$ cat config.mk
export PLATFORM = sky130hd
export DESIGN_NAME = cau_div_step
export DESIGN_NICKNAME = d
export VERILOG_FILES = /design/src/rtl/cau_pkg.sv /design/src/rtl/cau_div_step.sv
export SDC_FILE = /design/constraint.sdc
export NUM_CORES = 1
export LEC_CHECK = 0
export ABC_CLOCK_PERIOD_IN_PS = 9000
export BUFFER_PORTS_ARGS = -buffer_cell sky130_fd_sc_hd__clkbuf_2
export CAP_MARGIN = 20
export CORE_AREA = 5 5 252 254
export CTS_CLUSTER_SIZE = 28
export DETAILED_ROUTE_END_ITERATION = 12
export DIE_AREA = 0 0 257 259
export HOLD_SLACK_MARGIN = 0.02
export PLACE_DENSITY = 0.57
export SLEW_MARGIN = 20
export SYNTH_ARGS = -nofsm -noshare
export SYNTH_HDL_FRONTEND = slang
export SYNTH_SLANG_ARGS = --single-unit
$ cat constraint.sdc
create_clock -name clock -period 9 [get_ports clock]
set_input_delay 0.45 -clock clock [delete_from_list [all_inputs] [get_ports clock]]
set_output_delay 0.45 -clock clock [all_outputs]
set_load 0.03 [all_outputs]
$ cat src/rtl/cau_pkg.sv
// Shared constants and types for the complex arithmetic unit.
// No dependencies; used by every other file of the block.
package cau_pkg;

   localparam int DATA_WIDTH = 32;
   localparam int FRAC_BITS  = 16;

   localparam logic [1:0] CMD_ADD = 2'd0;
   localparam logic [1:0] CMD_SUB = 2'd1;
   localparam logic [1:0] CMD_MUL = 2'd2;
   localparam logic [1:0] CMD_DIV = 2'd3;

   // Control that travels with each word through the divider stages.
   typedef struct packed {
      logic [1:0] cmd;
      logic       dz;
      logic       neg_re;
      logic       neg_im;
      logic       big_re;
      logic       big_im;
   } ctl_type;

endpackage

$ cat src/rtl/cau_div_step.sv
// One registered restoring-division step for both result parts.
// Depends on cau_pkg for the command codes and the control struct.
module cau_div_step #(
   parameter int W     = cau_pkg::DATA_WIDTH,
   parameter int RW    = 3 * cau_pkg::DATA_WIDTH,
   parameter int SHIFT = 0
) (
   input  logic              clock,
   input  logic              reset,
   input  logic              enable,
   input  logic              valid_i,
   input  cau_pkg::ctl_type  ctl_i,
   input  logic [2*W-1:0]    den_i,
   input  logic [RW-1:0]     rem_re_i,
   input  logic [RW-1:0]     rem_im_i,
   input  logic [W-1:0]      q_re_i,
   input  logic [W-1:0]      q_im_i,
   output logic              valid_o,
   output cau_pkg::ctl_type  ctl_o,
   output logic [2*W-1:0]    den_o,
   output logic [RW-1:0]     rem_re_o,
   output logic [RW-1:0]     rem_im_o,
   output logic [W-1:0]      q_re_o,
   output logic [W-1:0]      q_im_o
);

   logic              valid_ff;
   cau_pkg::ctl_type  ctl_ff;
   logic [2*W-1:0]    den_ff;
   logic [RW-1:0]     rem_re_ff, rem_im_ff, rem_re_in, rem_im_in;
   logic [W-1:0]      q_re_ff, q_im_ff, q_re_in, q_im_in;
   logic [RW-1:0]     dsh;
   logic              is_div, take_re, take_im;

   always_comb begin
      dsh       = RW'(den_i) << SHIFT;
      is_div    = (ctl_i.cmd == cau_pkg::CMD_DIV);
      take_re   = is_div && (rem_re_i >= dsh);
      take_im   = is_div && (rem_im_i >= dsh);
      rem_re_in = take_re ? (rem_re_i - dsh) : rem_re_i;
      rem_im_in = take_im ? (rem_im_i - dsh) : rem_im_i;
      // Other commands carry their finished magnitude through unchanged.
      q_re_in   = is_div ? {q_re_i[W-2:0], take_re} : q_re_i;
      q_im_in   = is_div ? {q_im_i[W-2:0], take_im} : q_im_i;
   end

   always_ff @(posedge clock) begin
      if (reset) begin
         valid_ff <= 1'b0;
      end else if (enable) begin
         valid_ff <= valid_i;
      end
   end

   always_ff @(posedge clock) begin
      if (enable) begin
         ctl_ff    <= ctl_i;
         den_ff    <= den_i;
         rem_re_ff <= rem_re_in;
         rem_im_ff <= rem_im_in;
         q_re_ff   <= q_re_in;
         q_im_ff   <= q_im_in;
      end
   end

   assign valid_o  = valid_ff;
   assign ctl_o    = ctl_ff;
   assign den_o    = den_ff;
   assign rem_re_o = rem_re_ff;
   assign rem_im_o = rem_im_ff;
   assign q_re_o   = q_re_ff;
   assign q_im_o   = q_im_ff;

endmodule

* Yosys cells after proc, flatten, opt, wreduce, memory -nomap -nowiden
Index checks and enable logic that the tools add are counted.
Cells by class: add/subtract/negate cells 2, order comparisons 2, eq/ne operators 1, muxes and demuxes 4, reduce and logical (&&, ||, !) cells 2
Operators with widths (number):
- 96-bit by 64-bit >= comparator with 1-bit output | 2
- 96-bit 2-to-1 mux | 2
- 96-bit by 64-bit subtractor with 96-bit output | 2
- 32-bit 2-to-1 mux | 2
- 2-bit equality test (second input constant) | 1
- 1-bit logical AND | 2
Storage, ports and cells: flip-flop bits (word level) 328, input port bits 331, output and inout port bits 328, word-level logic and storage cells 23

* Longest topological paths before layout
depth in word-level cells 3, gate-level depth with buffers 17, gate-level depth less buffers 14

* Worst setup path after synthesis
OpenSTA, ideal clock, no wires.
kind input -> register, start input rem_re_i[0], end register rem_re_ff[74], in the netlist rem_re_o[74], data pin, library setup time 0.266 ns, arrival time 3.422 ns, required time 8.734 ns, path slack 5.312 ns, stages on the path 16, path buffers 2, cell sequence inv_1 ha_1 inv_1 fa_1 a211o_1 o211ai_1 a22oi_1 a221o_1 a21oi_4 o21ai_2 a211oi_2 a21o_1 buf_6 buf_12 nor3_1 xor2_1
Between the ends: cells in the longest elaborated chain, start to end 3, elaborated cells between the ends (all ways) 4, classes of those cells add/sub: 1; order compare: 1; mux: 1; reduce/logical: 1
RTL lines:
- from (decl) | RTL line cau_div_step.sv:14 | input logic [RW-1:0] rem_re_i,
- 96-bit by 64-bit >= comparator with 1-bit output | RTL line cau_div_step.sv:38 | take_re = is_div && (rem_re_i >= dsh);
- 1-bit logical AND | RTL line cau_div_step.sv:38
- 96-bit 2-to-1 mux (*) | RTL line cau_div_step.sv:40 | rem_re_in = take_re ? (rem_re_i - dsh) : rem_re_i;
- named net rem_re_in[74] | RTL line cau_div_step.sv:30 | logic [RW-1:0] rem_re_ff, rem_im_ff, rem_re_in, rem_im_in;
- to (signal assigned) | RTL line cau_div_step.sv:59 | rem_re_ff <= rem_re_in;
- to (decl) | RTL line cau_div_step.sv:30
The timed path passes the listed nets; every way through them passes the cells marked *. A chain may end at the register's enable or synchronous reset.

* Worst setup path after layout
start input den_i[0], end register rem_re_ff[3], in the netlist rem_re_o[3], data pin
Between the ends: cells in the longest elaborated chain, start to end 3, elaborated cells between the ends (all ways) 4, classes of those cells add/sub: 1; order compare: 1; mux: 1; reduce/logical: 1
RTL lines:
- from (decl) | RTL line cau_div_step.sv:13 | input logic [2*W-1:0] den_i,
- 96-bit by 64-bit >= comparator with 1-bit output | RTL line cau_div_step.sv:38
- 1-bit logical AND | RTL line cau_div_step.sv:38
- 96-bit 2-to-1 mux (*) | RTL line cau_div_step.sv:40
- named net rem_re_in[3] | RTL line cau_div_step.sv:30
Marks and branches as above.

==> results.sh <==
export IMPL_status="finished, final reports clean"
export IMPL_slew_headroom_pct=31.19
export IMPL_critical_path_required_ns=9.26
export IMPL_final_common_cell="clkbuf_2"
export IMPL_period_share_pct=54.26
export IMPL_finalMaxSlewViolations=0
export IMPL_synth_seq_cells=328
export IMPL_synth_cells=2339
export IMPL_finalNetCount=3396
export IMPL_yosys_warnings=0
export IMPL_vias=21186
export IMPL_synth_distinct_cells=86
export IMPL_crit_type="input pin to flop"
export IMPL_avgSynthCellArea_sq_um=9.742
export IMPL_final_cell_mix="clkbuf_2 (657), edfxtp_1 (327), nand2_1 (250), a21oi_1 (225), o21ai_0 (141)"
export IMPL_fin_crit_ns=4.883
export IMPL_seq_area_sq_um=9839
export IMPL_ys_async_sr_fraction_pct=0
export IMPL_totalWireLength_um=93960
export IMPL_first_global_vias=20729
export IMPL_coreArea_sq_um=61030
export IMPL_rsz0062_at_grt="no"
export IMPL_clkLatencyLatePin_ns=0.56
export IMPL_clock_fmax_ghz=0.2048
export IMPL_synthFlopType="edfxtp_1"
export IMPL_cts_tree="yes"
export IMPL_crit_fanout=81
export IMPL_finClkSkew_ns=0
export IMPL_gr_usage_all_layers_pct=26.66
export IMPL_area_delta_synth_final_pct=22.09
export IMPL_die_h_um=259
export IMPL_ctsLongestPathBuffers=3
export IMPL_layout_cells_non_filler=3762
export IMPL_crit_start="den_i[0]"
export IMPL_netlist_area_sq_um=22790
export IMPL_fp_dieArea_sq_um=66560
export IMPL_grt_max_degree=127
export IMPL_postCtsSetupBuffers=0
export IMPL_cts_buffers=40
export IMPL_fp_dieW_um=257
export IMPL_antenna_found_initial=10
export IMPL_antenna_left=0
export IMPL_multi_input_area_sq_um=11830
export IMPL_fillCellCount=5963
export IMPL_fin_util_pct=45.58
export IMPL_arrival_ns=5.14
export IMPL_cap_viol_max_count=0
export IMPL_min_from="den_i[57]"
export IMPL_dpl_hpwl_um=77720
export IMPL_path_clk_slew_ns=0.06
export IMPL_route_detailed_drc=0
export IMPL_dp_cells=3681
export IMPL_ir_worst_vdd_mv=0.1305
export IMPL_fin_tns_setup_ns=0
export IMPL_endpoint_kind="flop"
export IMPL_worst_pin_slew_ns=1.032
export IMPL_yosysSeqAreaShare_pct=43.18
export IMPL_crit_reg2reg_launch="valid_o"
export IMPL_clkSinkCount=328
export IMPL_initial_core_util_pct=37.34
export IMPL_drtIter0Drc=2089
export IMPL_routed_via_density=5.632
export IMPL_p_total_mw=5.021
export IMPL_placed_cell_area_sq_um=26470
export IMPL_htree_levels=2
export IMPL_synth_area_leaders="edfxtp_1 (43%), ha_1 (7.0%), a21oi_1 (5.0%)"
export IMPL_hp_class="input pin to flop"
export IMPL_place_congestion=0.9530
export IMPL_first_pass_iters=6
export IMPL_synth_edff_count=327
export IMPL_setup_viol=0
export IMPL_design_area_sq_um=27820
export IMPL_syn_nets=2800
export IMPL_wire_per_inst_um=24.98
export IMPL_drive_above_1_share_pct=29.45
export IMPL_hold_viol_final=0
export IMPL_yosys_area_top_type_share_pct=43.09
export IMPL_rows=91
export IMPL_cts_root_buffer="clkbuf_16"
export IMPL_p_leak_nw=11.64
export IMPL_synth_largest_area_cell="edfxtp_1"
export IMPL_port_buffers=658
export IMPL_grt_overflow=0
export IMPL_ios=659
export IMPL_grt_pass1_wl_um=135600
export IMPL_power_density_nw_per_um2=180.5
export IMPL_cp_start_kind="input pin"
## metal layers
| metal | share of wire (%) | wire, um | up-vias | GRT usage, % |
|---|---|---|---|---|
| met5 | 0.019 | 18 | - | 0 |
| li1 | - | - | 9938 | - |
| met3 | 6.9 | 6470 | 145 | 4.883 |
| met4 | 2.8 | 2646 | 4 | 7.188 |
| met1 | 44 | 41040 | 10196 | 36.85 |
| met2 | 47 | 43790 | 903 | 43.36 |
## per-stage QoR
stage,hold slack [ns],setup WS (ns)
2_1_floorplan,0.5224,5.312
5_1_grt,0.04495,3.838
6_report,0.07292,4.117
3_5_place_dp,0.5059,3.614
4_1_cts,0.03361,4.205
3_3_place_gp,0.4775,3.769
## flip-flops by register name (all words and copies together) (netlist names)
name / cells
ctl_o: 7
den_o: 64
q_im_o: 32
q_re_o: 32
rem_im_o: 96
rem_re_o: 96
valid_o: 1
## worst paths after layout
path / endpoint / slack, ns / cells past startpoint
worst max-delay path: rem_re_o[3] / 4.12 / 14
worst min-delay path: den_o[57] / 0.07 / 1
worst max register to register: valid_o / 8.41 / 2
worst min register to register: valid_o / 0.52 / 2
## power breakdown
part	total, mW	internal (mW)	switching [mW]
registers	1.90	1.85	0.0475
clock network	1.64	0.961	0.683
logic	1.48	0.454	1.02
total	5.02	3.27	1.75
## Yosys cell counts, types with 4 or more instances
cell and count:
edfxtp_1 327, nand2_1 250, a21oi_1 226, o21ai_0 141, nor2_1 139, ha_1 128, inv_1 113, xnor2_1 113
nand4_1 90, xor2_1 67, mux2_2 63, clkbuf_1 55, nor3_1 54, a21o_1 52, o21ai_2 45, o21bai_1 40
nand3_1 38, nor4_1 29, buf_2 28, o21a_1 25, or3_1 25, a31oi_1 20, o31ai_1 20, nor2b_1 19
o211ai_1 18, a211oi_1 16, nand2b_1 15, buf_4 14, a21boi_0 11, and2_1 10, o2111ai_1 9, buf_6 7
buf_8 7, nand2_2 7, o22ai_1 7, or2_2 7, or4_1 7, nor4b_1 6, o21ai_1 6, a2111oi_0 5
a211o_1 5, a21bo_2 4, and3_1 4, nor3b_1 4, o211a_1 4
## logic make-up after synthesis
logic type,Yosys count,share of synthesized area [%]
AO/OA/AOI/OAI,687,19.19
multiplexers,65,3.201
flip-flops,328,43.18
adder cells (fa/ha/maj),130,7.204
XOR/XNOR,180,6.919
buffers and inverters,229,4.953
AND/OR/NAND/NOR,720,15.35
## repair_timing
item,in CTS,in global routing
hold buffers,1,0
hold endpoints to repair,1,0
setup endpoints to repair,0,0
resized for setup,0,0
## layout make-up
type	count	area share, %
Clock buffer	52	3.868
Inverter	114	1.538
Clock inverter	19	0.7826
Sequential cell	328	35.37
Tap cell	790	3.553
Antenna cell	8	0.07197
Multi-Input combinational cell	1782	42.53
Timing Repair Buffer	669	12.28
## worst max-delay path, stage by stage
cell and delay (ns):
clkbuf_2 0.15, ha_1 0.19, inv_1 0.06, fa_1 0.43, a211o_1 0.30, o211ai_1 0.16
a22oi_1 0.23, a221o_1 0.48, a21oi_4 0.20, o21ai_2 0.15, a211oi_2 0.59, a21o_4 0.58
buf_4 0.82, o21ai_0 0.22
(Power assumes the default switching activity.)
